`src/rtl/spwr_pkg.sv`:
```
// Shared types, constants and the control store of the pixel write replicator.
`default_nettype none

package spwr_pkg;

  localparam int SCREEN_WIDTH  = 1024;
  localparam int SCREEN_HEIGHT = 1024;
  localparam int MAX_WRITES    = 64;
  localparam int STRIPE_STEP   = 8;

  localparam int CW       = 10;
  localparam int COLW     = 8;
  localparam int MODEW    = 4;
  localparam int CFG_IDXW = 3;
  localparam int CFG_DW   = 10;
  localparam int PCW      = 6;
  localparam int CNTW     = $clog2(MAX_WRITES + 1);
  localparam int CMPW     = 14;
  localparam int C1W      = 10;
  localparam int DIVW     = 11;
  localparam int REM_BITS = 10;
  localparam int REM_CNTW = $clog2(REM_BITS);

  typedef enum logic [CFG_IDXW-1:0] {
    REG_MODE      = 3'd0,
    REG_X_START   = 3'd1,
    REG_X_STOP    = 3'd2,
    REG_Y_START   = 3'd3,
    REG_Y_STOP    = 3'd4,
    REG_ROW_LIMIT = 3'd5,
    REG_DEGREE    = 3'd6,
    REG_PI_PERIOD = 3'd7
  } cfg_reg_e;

  typedef enum logic [MODEW-1:0] {
    MODE_NONE        = 4'd0,
    MODE_X           = 4'd1,
    MODE_Y           = 4'd2,
    MODE_ORIGIN      = 4'd3,
    MODE_BOTH        = 4'd4,
    MODE_BASIN_X     = 4'd5,
    MODE_BASIN_XS    = 4'd6,
    MODE_BASIN_BOTH  = 4'd7,
    MODE_BASIN_BOTHS = 4'd8,
    MODE_PI          = 4'd9,
    MODE_PI_ORIGIN   = 4'd10,
    MODE_PI_BOTH     = 4'd11
  } mode_e;

  typedef enum logic [2:0] {
    OP_END  = 3'd0,
    OP_EMIT = 3'd1,
    OP_JMP  = 3'd2,
    OP_REM  = 3'd3,
    OP_ADV  = 3'd4
  } op_e;

  typedef enum logic [2:0] {
    C_ALW   = 3'd0,
    C_ROW   = 3'd1,
    C_COL   = 3'd2,
    C_RC    = 3'd3,
    C_CZERO = 3'd4,
    C_NGO   = 3'd5,
    C_PZ    = 3'd6
  } cond_e;

  typedef enum logic {XS_X = 1'b0, XS_J = 1'b1} xsel_e;
  typedef enum logic {YS_Y = 1'b0, YS_I = 1'b1} ysel_e;
  typedef enum logic {RS_C = 1'b0, RS_C1 = 1'b1} rsel_e;

  typedef enum logic [1:0] {
    CS_COLOR = 2'd0,
    CS_C1S   = 2'd1,
    CS_R0    = 2'd2,
    CS_R1    = 2'd3
  } csel_e;

  typedef struct packed {
    op_e             op;
    cond_e           cond;
    xsel_e           xs;
    ysel_e           ys;
    csel_e           cs;
    rsel_e           rs;
    logic [PCW-1:0]  tgt;
  } ctrl_t;

  typedef struct packed {
    logic             start;
    logic [DIVW-1:0]  dividend;
    logic [COLW-1:0]  divisor;
  } rem_req_t;

  typedef struct packed {
    logic             done;
    logic [COLW-1:0]  rem;
  } rem_rsp_t;

  localparam logic [PCW-1:0] PC_END  = 6'd0;
  localparam logic [PCW-1:0] PC_X    = 6'd1;
  localparam logic [PCW-1:0] PC_Y    = 6'd4;
  localparam logic [PCW-1:0] PC_O    = 6'd7;
  localparam logic [PCW-1:0] PC_F    = 6'd10;
  localparam logic [PCW-1:0] PC_B2   = 6'd15;
  localparam logic [PCW-1:0] PC_B4   = 6'd19;
  localparam logic [PCW-1:0] PC_PI   = 6'd27;
  localparam logic [PCW-1:0] PC_PIO  = 6'd31;
  localparam logic [PCW-1:0] PC_PIB  = 6'd36;

  function automatic ctrl_t cw_end();
    cw_end = '{op: OP_END, cond: C_ALW, xs: XS_X, ys: YS_Y, cs: CS_COLOR, rs: RS_C,
               tgt: PC_END};
  endfunction

  function automatic ctrl_t cw_emit(xsel_e x, ysel_e y, csel_e c, cond_e k);
    cw_emit = '{op: OP_EMIT, cond: k, xs: x, ys: y, cs: c, rs: RS_C, tgt: PC_END};
  endfunction

  function automatic ctrl_t cw_jmp(cond_e k, logic [PCW-1:0] t);
    cw_jmp = '{op: OP_JMP, cond: k, xs: XS_X, ys: YS_Y, cs: CS_COLOR, rs: RS_C, tgt: t};
  endfunction

  function automatic ctrl_t cw_rem(rsel_e r);
    cw_rem = '{op: OP_REM, cond: C_ALW, xs: XS_X, ys: YS_Y, cs: CS_COLOR, rs: r,
               tgt: PC_END};
  endfunction

  function automatic ctrl_t cw_adv(logic [PCW-1:0] t);
    cw_adv = '{op: OP_ADV, cond: C_ALW, xs: XS_X, ys: YS_Y, cs: CS_COLOR, rs: RS_C, tgt: t};
  endfunction

  function automatic logic [PCW-1:0] entry(logic [MODEW-1:0] mode);
    case (mode)
      MODE_X:           entry = PC_X;
      MODE_Y:           entry = PC_Y;
      MODE_ORIGIN:      entry = PC_O;
      MODE_BOTH:        entry = PC_F;
      MODE_BASIN_X:     entry = PC_B2;
      MODE_BASIN_XS:    entry = PC_B2;
      MODE_BASIN_BOTH:  entry = PC_B4;
      MODE_BASIN_BOTHS: entry = PC_B4;
      MODE_PI:          entry = PC_PI;
      MODE_PI_ORIGIN:   entry = PC_PIO;
      MODE_PI_BOTH:     entry = PC_PIB;
      default:          entry = PC_END;
    endcase
  endfunction

  function automatic ctrl_t ucode(logic [PCW-1:0] pc);
    case (pc)
      PC_X:            ucode = cw_emit(XS_X, YS_Y, CS_COLOR, C_ALW);
      PC_X + 6'd1:     ucode = cw_emit(XS_X, YS_I, CS_COLOR, C_ROW);
      PC_Y:            ucode = cw_emit(XS_X, YS_Y, CS_COLOR, C_ALW);
      PC_Y + 6'd1:     ucode = cw_emit(XS_J, YS_Y, CS_COLOR, C_COL);
      PC_O:            ucode = cw_emit(XS_X, YS_Y, CS_COLOR, C_ALW);
      PC_O + 6'd1:     ucode = cw_emit(XS_J, YS_I, CS_COLOR, C_RC);
      PC_F:            ucode = cw_emit(XS_X, YS_Y, CS_COLOR, C_ALW);
      PC_F + 6'd1:     ucode = cw_emit(XS_J, YS_Y, CS_COLOR, C_COL);
      PC_F + 6'd2:     ucode = cw_emit(XS_X, YS_I, CS_COLOR, C_ROW);
      PC_F + 6'd3:     ucode = cw_emit(XS_J, YS_I, CS_COLOR, C_RC);
      PC_B2:           ucode = cw_rem(RS_C);
      PC_B2 + 6'd1:    ucode = cw_emit(XS_X, YS_Y, CS_COLOR, C_ALW);
      PC_B2 + 6'd2:    ucode = cw_emit(XS_X, YS_I, CS_R0, C_ROW);
      PC_B4:           ucode = cw_jmp(C_CZERO, PC_F);
      PC_B4 + 6'd1:    ucode = cw_rem(RS_C);
      PC_B4 + 6'd2:    ucode = cw_rem(RS_C1);
      PC_B4 + 6'd3:    ucode = cw_emit(XS_X, YS_Y, CS_COLOR, C_ALW);
      PC_B4 + 6'd4:    ucode = cw_emit(XS_J, YS_Y, CS_C1S, C_COL);
      PC_B4 + 6'd5:    ucode = cw_emit(XS_X, YS_I, CS_R0, C_ROW);
      PC_B4 + 6'd6:    ucode = cw_emit(XS_J, YS_I, CS_R1, C_RC);
      PC_PI:           ucode = cw_jmp(C_NGO, PC_END);
      PC_PI + 6'd1:    ucode = cw_emit(XS_X, YS_Y, CS_COLOR, C_ALW);
      PC_PI + 6'd2:    ucode = cw_jmp(C_PZ, PC_END);
      PC_PI + 6'd3:    ucode = cw_adv(PC_PI);
      PC_PIO:          ucode = cw_jmp(C_NGO, PC_END);
      PC_PIO + 6'd1:   ucode = cw_emit(XS_X, YS_Y, CS_COLOR, C_ALW);
      PC_PIO + 6'd2:   ucode = cw_emit(XS_J, YS_I, CS_COLOR, C_RC);
      PC_PIO + 6'd3:   ucode = cw_jmp(C_PZ, PC_END);
      PC_PIO + 6'd4:   ucode = cw_adv(PC_PIO);
      PC_PIB:          ucode = cw_jmp(C_NGO, PC_END);
      PC_PIB + 6'd1:   ucode = cw_emit(XS_X, YS_Y, CS_COLOR, C_ALW);
      PC_PIB + 6'd2:   ucode = cw_emit(XS_J, YS_Y, CS_COLOR, C_COL);
      PC_PIB + 6'd3:   ucode = cw_emit(XS_X, YS_I, CS_COLOR, C_ROW);
      PC_PIB + 6'd4:   ucode = cw_emit(XS_J, YS_I, CS_COLOR, C_RC);
      PC_PIB + 6'd5:   ucode = cw_jmp(C_PZ, PC_END);
      PC_PIB + 6'd6:   ucode = cw_adv(PC_PIB);
      default:         ucode = cw_end();
    endcase
  endfunction

endpackage

`default_nettype wire

```
`src/rtl/spwr_rem.sv`:
```
// Bit-serial truncating remainder unit used for the basin colour remap.
`default_nettype none

module spwr_rem (
  input  logic               clk_i,
  input  logic               rst_ni,
  input  spwr_pkg::rem_req_t req_i,
  output spwr_pkg::rem_rsp_t rsp_o
);
  import spwr_pkg::*;

  logic                busy_q, done_q, neg_q;
  logic [REM_CNTW-1:0] cnt_q;
  logic [REM_BITS-1:0] mag_q;
  logic [COLW-1:0]     rem_q, d_q;
  logic [DIVW-1:0]     abs_val;
  logic [COLW:0]       trial, diff;
  logic                ge;

  assign abs_val = req_i.dividend[DIVW-1] ? (DIVW'(0) - req_i.dividend) : req_i.dividend;
  assign trial   = {rem_q, mag_q[REM_BITS-1]};
  assign ge      = trial >= {1'b0, d_q};
  assign diff    = trial - {1'b0, d_q};

  always_ff @(posedge clk_i or negedge rst_ni) begin
    if (!rst_ni) begin
      busy_q <= 1'b0;
      done_q <= 1'b0;
    end else begin
      done_q <= 1'b0;
      if (req_i.start) begin
        busy_q <= 1'b1;
      end else if (busy_q && (cnt_q == REM_CNTW'(REM_BITS - 1))) begin
        busy_q <= 1'b0;
        done_q <= 1'b1;
      end
    end
  end

  always_ff @(posedge clk_i) begin
    if (req_i.start) begin
      mag_q <= abs_val[REM_BITS-1:0];
      neg_q <= req_i.dividend[DIVW-1];
      d_q   <= req_i.divisor;
      rem_q <= '0;
      cnt_q <= '0;
    end else if (busy_q) begin
      rem_q <= ge ? diff[COLW-1:0] : trial[COLW-1:0];
      mag_q <= {mag_q[REM_BITS-2:0], 1'b0};
      cnt_q <= cnt_q + REM_CNTW'(1);
    end
  end

  assign rsp_o.done = done_q;
  assign rsp_o.rem  = neg_q ? (COLW'(0) - rem_q) : rem_q;

  a_no_restart: assert property (@(posedge clk_i) disable iff (!rst_ni)
    req_i.start |-> !busy_q)
    else $error("remainder unit restarted while running");

  a_done_pulse: assert property (@(posedge clk_i) disable iff (!rst_ni)
    done_q |=> !done_q)
    else $error("remainder done held for more than one cycle");

  a_rem_range: assert property (@(posedge clk_i) disable iff (!rst_ni)
    done_q |-> (rem_q < d_q))
    else $error("remainder not below divisor");

endmodule

`default_nettype wire

```
`src/rtl/symmetric_pixel_write_replicator_core.sv`:
```
// Top level of the symmetric pixel write replicator: registers, sequencer and datapath.
//
// A pixel is taken when start is high and busy is low; busy then stays high until
// every write it implies has been produced. Writes appear on wr_x_o, wr_y_o and
// wr_color_o for one cycle each with valid_o, the final one marked by last_o, and
// the receiver must take them as they come. A microcode sequencer steps one control
// word per cycle, but a remainder step holds the sequencer until the bit-serial
// remainder unit reports done. The basin modes run that unit once per colour remap:
// once in the two-way basin modes and twice in the four-way basin modes with a
// non-zero colour. Configuration writes are always taken: cfg_ready_o is tied high.
`default_nettype none

module symmetric_pixel_write_replicator_core (
  input  logic                          clk_i,
  input  logic                          rst_ni,
  input  logic                          start,
  output logic                          busy,
  input  logic [spwr_pkg::CW-1:0]       pix_x_i,
  input  logic [spwr_pkg::CW-1:0]       pix_y_i,
  input  logic [spwr_pkg::COLW-1:0]     pix_color_i,
  input  logic                          cfg_valid_i,
  output logic                          cfg_ready_o,
  input  logic [spwr_pkg::CFG_IDXW-1:0] cfg_index_i,
  input  logic [spwr_pkg::CFG_DW-1:0]   cfg_data_i,
  output logic                          valid_o,
  output logic [spwr_pkg::CW-1:0]       wr_x_o,
  output logic [spwr_pkg::CW-1:0]       wr_y_o,
  output logic [spwr_pkg::COLW-1:0]     wr_color_o,
  output logic                          last_o
);
  import spwr_pkg::*;

  typedef enum logic [1:0] {
    ST_IDLE = 2'b01,
    ST_RUN  = 2'b10
  } state_e;

  localparam logic signed [CMPW-1:0] SCR_W = CMPW'(SCREEN_WIDTH);
  localparam logic signed [CMPW-1:0] SCR_H = CMPW'(SCREEN_HEIGHT);
  localparam logic [CNTW-1:0]        MAX_CNT = CNTW'(MAX_WRITES);
  localparam logic [COLW-1:0]        STRIPE = COLW'(STRIPE_STEP);

  logic [MODEW-1:0] mode_q;
  logic [CW-1:0]    xs_q, xe_q, ys_q, ye_q, crl_q, per_q;
  logic [COLW-1:0]  deg_q;

  state_e           state_q;
  logic [PCW-1:0]   pc_q;
  logic [CNTW-1:0]  cnt_q;
  logic             rem_run_q, pend_v_q, valid_q;
  logic [CW:0]      x_q;
  logic [CW-1:0]    y_q, pend_x_q, pend_y_q, out_x_q, out_y_q;
  logic [COLW-1:0]  color_q, r0_q, r1_q, pend_c_q, out_c_q;
  logic             last_q;

  ctrl_t            w;
  rem_req_t         rem_req;
  rem_rsp_t         rem_rsp;

  logic             run, accept, cond_ok, emit_go, flush, rem_done;
  logic             striped, row_ok, col_ok, pi_go;
  logic [COLW-1:0]  deg, s, c, c1s, remap_col, new_c;
  logic [C1W-1:0]   hp2, c1_u;
  logic signed [C1W-1:0] c1;
  logic signed [CMPW-1:0] i_row, j_col;
  logic [CW:0]      bound;

  assign cfg_ready_o = 1'b1;

  always_ff @(posedge clk_i or negedge rst_ni) begin
    if (!rst_ni) begin
      mode_q <= MODE_NONE;
      xs_q   <= 10'd0;
      xe_q   <= 10'd1023;
      ys_q   <= 10'd0;
      ye_q   <= 10'd1023;
      crl_q  <= 10'd511;
      deg_q  <= 8'd3;
      per_q  <= 10'd32;
    end else if (cfg_valid_i) begin
      case (cfg_index_i)
        REG_MODE:      mode_q <= cfg_data_i[MODEW-1:0];
        REG_X_START:   xs_q   <= cfg_data_i[CW-1:0];
        REG_X_STOP:    xe_q   <= cfg_data_i[CW-1:0];
        REG_Y_START:   ys_q   <= cfg_data_i[CW-1:0];
        REG_Y_STOP:    ye_q   <= cfg_data_i[CW-1:0];
        REG_ROW_LIMIT: crl_q  <= cfg_data_i[CW-1:0];
        REG_DEGREE:    deg_q  <= cfg_data_i[COLW-1:0];
        REG_PI_PERIOD: per_q  <= cfg_data_i[CW-1:0];
        default:       mode_q <= mode_q;
      endcase
    end
  end

  assign w      = ucode(pc_q);
  assign run    = (state_q == ST_RUN);
  assign accept = (state_q == ST_IDLE) && start;
  assign busy   = run;

  assign deg     = (deg_q == '0) ? COLW'(1) : deg_q;
  assign striped = (mode_q == MODE_BASIN_XS) || (mode_q == MODE_BASIN_BOTHS);
  assign s       = (striped && (color_q > STRIPE)) ? STRIPE : '0;
  assign c       = color_q - s;
  assign hp2     = C1W'(deg >> 1) + C1W'(2);
  assign c1_u    = (C1W'(c) < hp2) ? (hp2 - C1W'(c)) : (hp2 + C1W'(deg) - C1W'(c));
  assign c1      = $signed(c1_u);
  assign c1s     = c1_u[COLW-1:0] + s;

  assign i_row  = $signed(CMPW'(ye_q) + CMPW'(ys_q) - CMPW'(y_q));
  assign j_col  = $signed(CMPW'(xe_q) + CMPW'(xs_q) - CMPW'(x_q));
  assign row_ok = (i_row > $signed(CMPW'(crl_q))) && (i_row < SCR_H);
  assign col_ok = !j_col[CMPW-1] && (j_col < SCR_W);

  assign bound = (mode_q == MODE_PI_BOTH) ? ((CW+1)'(xs_q) + (CW+1)'(xe_q)) >> 1
                                          : (CW+1)'(xe_q);
  assign pi_go = (x_q <= bound) && (cnt_q < MAX_CNT);

  always_comb begin
    case (w.cond)
      C_ALW:   cond_ok = 1'b1;
      C_ROW:   cond_ok = row_ok;
      C_COL:   cond_ok = col_ok;
      C_RC:    cond_ok = row_ok && col_ok;
      C_CZERO: cond_ok = (color_q == '0);
      C_NGO:   cond_ok = !pi_go;
      C_PZ:    cond_ok = (per_q == '0);
      default: cond_ok = 1'b0;
    endcase
  end

  always_comb begin
    case (w.cs)
      CS_COLOR: new_c = color_q;
      CS_C1S:   new_c = c1s;
      CS_R0:    new_c = r0_q;
      CS_R1:    new_c = r1_q;
      default:  new_c = color_q;
    endcase
  end

  assign emit_go  = run && (w.op == OP_EMIT) && cond_ok && (cnt_q < MAX_CNT);
  assign flush    = run && (w.op == OP_END) && pend_v_q;
  assign rem_done = run && (w.op == OP_REM) && rem_run_q && rem_rsp.done;

  assign rem_req.start    = run && (w.op == OP_REM) && !rem_run_q;
  assign rem_req.dividend = DIVW'(deg) + DIVW'(1) -
                            ((w.rs == RS_C1) ? DIVW'(c1) : DIVW'(c));
  assign rem_req.divisor  = deg;
  assign remap_col        = rem_rsp.rem + COLW'(1) + s;

  spwr_rem u_rem (
    .clk_i  (clk_i),
    .rst_ni (rst_ni),
    .req_i  (rem_req),
    .rsp_o  (rem_rsp)
  );

  always_ff @(posedge clk_i or negedge rst_ni) begin
    if (!rst_ni) begin
      state_q   <= ST_IDLE;
      pc_q      <= PC_END;
      cnt_q     <= '0;
      rem_run_q <= 1'b0;
      pend_v_q  <= 1'b0;
      valid_q   <= 1'b0;
    end else begin
      valid_q <= 1'b0;
      case (state_q)
        ST_IDLE: begin
          if (start) begin
            state_q <= ST_RUN;
            pc_q    <= entry(mode_q);
            cnt_q   <= '0;
          end
        end
        ST_RUN: begin
          case (w.op)
            OP_EMIT: begin
              if (emit_go) begin
                valid_q  <= pend_v_q;
                pend_v_q <= 1'b1;
                cnt_q    <= cnt_q + CNTW'(1);
              end
              pc_q <= pc_q + PCW'(1);
            end
            OP_JMP: pc_q <= cond_ok ? w.tgt : pc_q + PCW'(1);
            OP_REM: begin
              if (!rem_run_q) begin
                rem_run_q <= 1'b1;
              end else if (rem_rsp.done) begin
                rem_run_q <= 1'b0;
                pc_q      <= pc_q + PCW'(1);
              end
            end
            OP_ADV: pc_q <= w.tgt;
            OP_END: begin
              valid_q  <= pend_v_q;
              pend_v_q <= 1'b0;
              state_q  <= ST_IDLE;
            end
            default: state_q <= ST_IDLE;
          endcase
        end
        default: state_q <= ST_IDLE;
      endcase
    end
  end

  always_ff @(posedge clk_i) begin
    if (accept) begin
      x_q     <= (CW+1)'(pix_x_i);
      y_q     <= pix_y_i;
      color_q <= pix_color_i;
    end else if (run && (w.op == OP_ADV)) begin
      x_q <= x_q + (CW+1)'(per_q);
    end
    if (rem_done) begin
      if (w.rs == RS_C1) begin
        r1_q <= remap_col;
      end else begin
        r0_q <= remap_col;
      end
    end
    if (emit_go) begin
      pend_x_q <= (w.xs == XS_J) ? j_col[CW-1:0] : x_q[CW-1:0];
      pend_y_q <= (w.ys == YS_I) ? i_row[CW-1:0] : y_q;
      pend_c_q <= new_c;
    end
    if ((emit_go && pend_v_q) || flush) begin
      out_x_q <= pend_x_q;
      out_y_q <= pend_y_q;
      out_c_q <= pend_c_q;
      last_q  <= flush;
    end
  end

  assign valid_o    = valid_q;
  assign wr_x_o     = out_x_q;
  assign wr_y_o     = out_y_q;
  assign wr_color_o = out_c_q;
  assign last_o     = last_q;

  a_idle_empty: assert property (@(posedge clk_i) disable iff (!rst_ni)
    (state_q == ST_IDLE) |-> !pend_v_q)
    else $error("write left pending while idle");

  a_cnt_cap: assert property (@(posedge clk_i) disable iff (!rst_ni)
    cnt_q <= MAX_CNT)
    else $error("write count beyond its cap");

  a_last_gap: assert property (@(posedge clk_i) disable iff (!rst_ni)
    (valid_o && last_o) |=> !valid_o)
    else $error("write transfer directly after the final one");

  a_rem_step: assert property (@(posedge clk_i) disable iff (!rst_ni)
    rem_run_q |-> (run && (w.op == OP_REM)))
    else $error("remainder running outside its control step");

endmodule

`default_nettype wire

```
`config.mk`:
```
export PLATFORM = sky130hd
export DESIGN_NAME = symmetric_pixel_write_replicator_core
export DESIGN_NICKNAME = d
export VERILOG_FILES = /design/src/rtl/spwr_pkg.sv /design/src/rtl/spwr_rem.sv /design/src/rtl/symmetric_pixel_write_replicator_core.sv
export SDC_FILE = /design/constraint.sdc
export NUM_CORES = 1
export LEC_CHECK = 0
export BUFFER_PORTS_ARGS = -buffer_cell sky130_fd_sc_hd__buf_4
export CELL_PAD_IN_SITES_DETAIL_PLACEMENT = 2
export CELL_PAD_IN_SITES_GLOBAL_PLACEMENT = 2
export CORE_UTILIZATION = 37
export DETAILED_ROUTE_END_ITERATION = 6
export GPL_TIMING_DRIVEN = 0
export PLACE_DENSITY_LB_ADDON = 0.1
export SLEW_MARGIN = 5
export SYNTH_ARGS = -nofsm -noshare
export SYNTH_HDL_FRONTEND = slang
export SYNTH_SLANG_ARGS = --single-unit
```
`constraint.sdc`:
```
create_clock -name clk_i -period 5.6 [get_ports clk_i]
set_input_delay 1.12 -clock clk_i [delete_from_list [all_inputs] [get_ports clk_i]]
set_output_delay 1.12 -clock clk_i [all_outputs]
set_load 0.05 [all_outputs]
```
==> summary.txt <==
Run status
  – Status: complete, but fails checks
  – Failing checks: setup timing

Global routing
  – Remaining global-route overflow: 0
  – Vias in the first global route: 13.4k
  – First-pass GRT wire length: 76.5 mm
  – Initial antenna violation count: 0
  – Total track usage: 0.239
  – Largest net degree at the start of global routing: 93

Synthesis
  – Synth cell types: 85
  – Syn Nets: 1743
  – Synthesized flop and latch total: 225
  – Post-synthesis sequential area ratio: 0.410
  – Mapped Area: 15100 um2
  – Yosys top cell by area: edfxtp_1
  – EDFF count, synth: 120
  – Post-synth top area share: 0.238
  – Cell with the most instances after synthesis: inv_1
  – Synth cell count leaders: inv_1, nand2_1, ha_1
  – Synth warn: 0
  – Synth top area cells: edfxtp_1, ha_1, dfrtp_1
  – Mean Syn Cell Area: 9.86 um2
  – Mapped Cells: 1537
  – Top_reg_cell synth: edfxtp_1
  – Ys async rst share: 0.409

Layout
  – Area growth syn-to-layout: 21.7%
  – Area of the multi-input gates: 8650 um2
  – Final Core Density: 0.460
  – Reg area: 6210 um2
  – Largest Register: x_q
  – Nets: 1896
  – Post-route cell area: 18400 um2
  – Max FFs per register: 11
  – Fillers: 4257
  – Layout cell share with drive strength beyond 1: 0.222

Floorplan
  – Cell Rows: 73
  – Core area: 40100 um2
  – Ports: 77
  – Die width: 204 um
  – Initial cell density of the core: 0.378
  – Chip height: 204 um
  – Die ar.: 41800 um2

Critical path
  – CP max-delay cell: dfrtp_2
  – CP peak stage delay: 0.44 ns
  – Reg2reg start: mode_q[2]
  – Critical path required time: 5.90 ns
  – Worst-path maximum fanout: 5
  – CP Launch Type: flop
  – FF-to-FF path depth: 30
  – CP Capture Type: flop
  – WP data arrival: 5.92 ns
  – Worst Setup Path Type: reg2reg
  – Register-to-register setup slack: -0.02 ns
  – FF-to-FF End: u_rem.mag_q[9]

CTS
  – Clock Latency Late Sink: 0.57 ns
  – H-tree Lvls: 1
  – CTS tree: done
  – Num CTS Buffers: 29
  – Clock root buffer: clkbuf_16
  – CTS Sinks: 225
  – Clock Pin Slew Worst Setup and Hold Paths: 0.06 ns
  – CTS max path bufs: 3

STA
  – Max Slew Vio Count: 0
  – RSZ-0062 raised after global routing: true
  – Tcrit/Tclk final: 1.00
  – Slew margin rel.: 0.102
  – Final worst-path setup slack: -0.0244 ns
  – Clock Skew: 0.0179 ns
  – Fin. Hold Viols: 0
  – Crit path time final: 5.62 ns
  – WHS: 0.359 ns
  – Worst-margin pin slew: 1.34 ns
  – Finish-stage setup viols: 1
  – Fmax: 178 MHz

Flow run
  – Max Cap Violations: 0

Drt
  – Vias/cell: 5.41
  – 1st-iter DRT viols: 455
  – DRC: 0
  – Antenna-violating nets left: 0
  – Total number of vias: 12.1k
  – Initial DRT Pass Iterations: 4
  – Final wirelength: 49.9 mm
  – Avg WL per Cell: 22.3 um

Placed design
  – Buffers on Ports: 73
  – Post-DP Area: 16400 um2
  – Placer's final routability congestion estimate: 0.818
  – DP Worst Slack: -1.42 ns
  – HPWL after DPL: 36.0 mm

Power and ir drop
  – P per Cell Area: 619 nW/um2
  – Peak supply drop: 0.270 mV
  – Leak: 7.81 nW

Worst hold path
  – HP Class: in2async
## critical path: cells and delay by family (launching register included)
kind / cells / cell delay, ns
mux: 1 / 0.31
flops: 1 / 0.44
buf+inv: 6 / 0.59
compound gates: 8 / 1.02
simple gates: 6 / 0.94
xor+xnor: 3 / 0.58
fa+ha+maj: 6 / 1.47
## worst max-delay path by stage
stage | depth (start not counted) | endpoint | slack [ns] | startpoint
after floorplan | 21 | last_o | 0.03 | ye_q[2]
after global placement | 21 | wr_y_o[4] | -1.71 | ye_q[2]
after detailed placement | 31 | u_rem.mag_q[9] | -1.42 | mode_q[3]
after CTS | 29 | u_rem.mag_q[9] | -0.07 | color_q[5]
after global routing | 31 | u_rem.mag_q[9] | -0.30 | mode_q[0]
final | 30 | u_rem.mag_q[9] | -0.02 | mode_q[2]
## cell usage in the layout (no fill, tap or decap), types with 10 or more instances in the layout
master and instances:
mux2_2 57, dfstp_2 33, nand4_1 12, a21oi_2 10, a21oi_1 88, edfxtp_1 120, nor2_1 86, dfxtp_1 13
nand2b_1 22, a211oi_1 10, o211ai_1 13, nand3_1 25, buf_4 116, ha_1 113, fa_1 30, o21ai_0 101
xnor2_1 47, mux2i_1 16, dfrtp_1 56, nor3_1 19, o21ai_1 12, clkbuf_16 30, o21a_1 17, a21o_1 25
nand2_1 134, clkbuf_1 37, nor2b_1 15, xor2_1 28, inv_1 175, ha_4 12
## power breakdown
part | internal, mW | switching [mW] | total, mW
clock network | 1.20 | 0.757 | 1.96
logic | 2.82 | 4.02 | 6.84
registers | 2.26 | 0.338 | 2.60
total | 6.29 | 5.11 | 11.4
## metal layers
metal,wire [um],vias to the layer above,GRT usage
met1,21900,6157,0.303
li1,-,5723,-
met3,1540,58,0.0308
met4,988,0,0.0525
met2,25400,173,0.430
met5,0,-,0
## cell type report
| cell class | count | share of cell area |
|---|---|---|
| diodes | 1 | 0.000136 |
| flip-flops and latches | 225 | 0.337 |
| clock inverters | 16 | 0.0113 |
| clock buffers | 38 | 0.0423 |
| plain buffers | 41 | 0.0114 |
| well taps | 525 | 0.0356 |
| inverters | 181 | 0.0369 |
| repair buffers | 122 | 0.0562 |
| multi-input cells | 1090 | 0.469 |
## cell families after synthesis
group                      Yosys count  share of synthesized area
AOI/OAI and AO/OA                  374                      0.156
buffers and inverters              222                     0.0568
and+or+nand+nor                    393                      0.124
DFF                                225                      0.410
adders and majority gates          161                      0.149
xor gates and xnor gates            83                     0.0480
muxes                               78                     0.0567
other                                1                   0.000248
## per-stage QoR
step	total power, mW	std cells	TNS (ns)
after floorplan	6.85	1537	0
after global placement	8.35	2135	-62.34
after detailed placement	8.64	2136	-38.99
after CTS	11.1	2222	-0.0674
after global routing	12.2	2238	-1.77
final	11.4	2239	-0.0244
## timing repair
item,in CTS,in global routing
pin swaps,30,37
gates cloned,2,1
endpoints found under the hold margin,0,0
hold buffers,0,0
buffers inserted,30,14
endpoints found under the setup margin,79,80
gates resized for setup,82,46
Note: power is estimated with default switching activity, not from simulation.
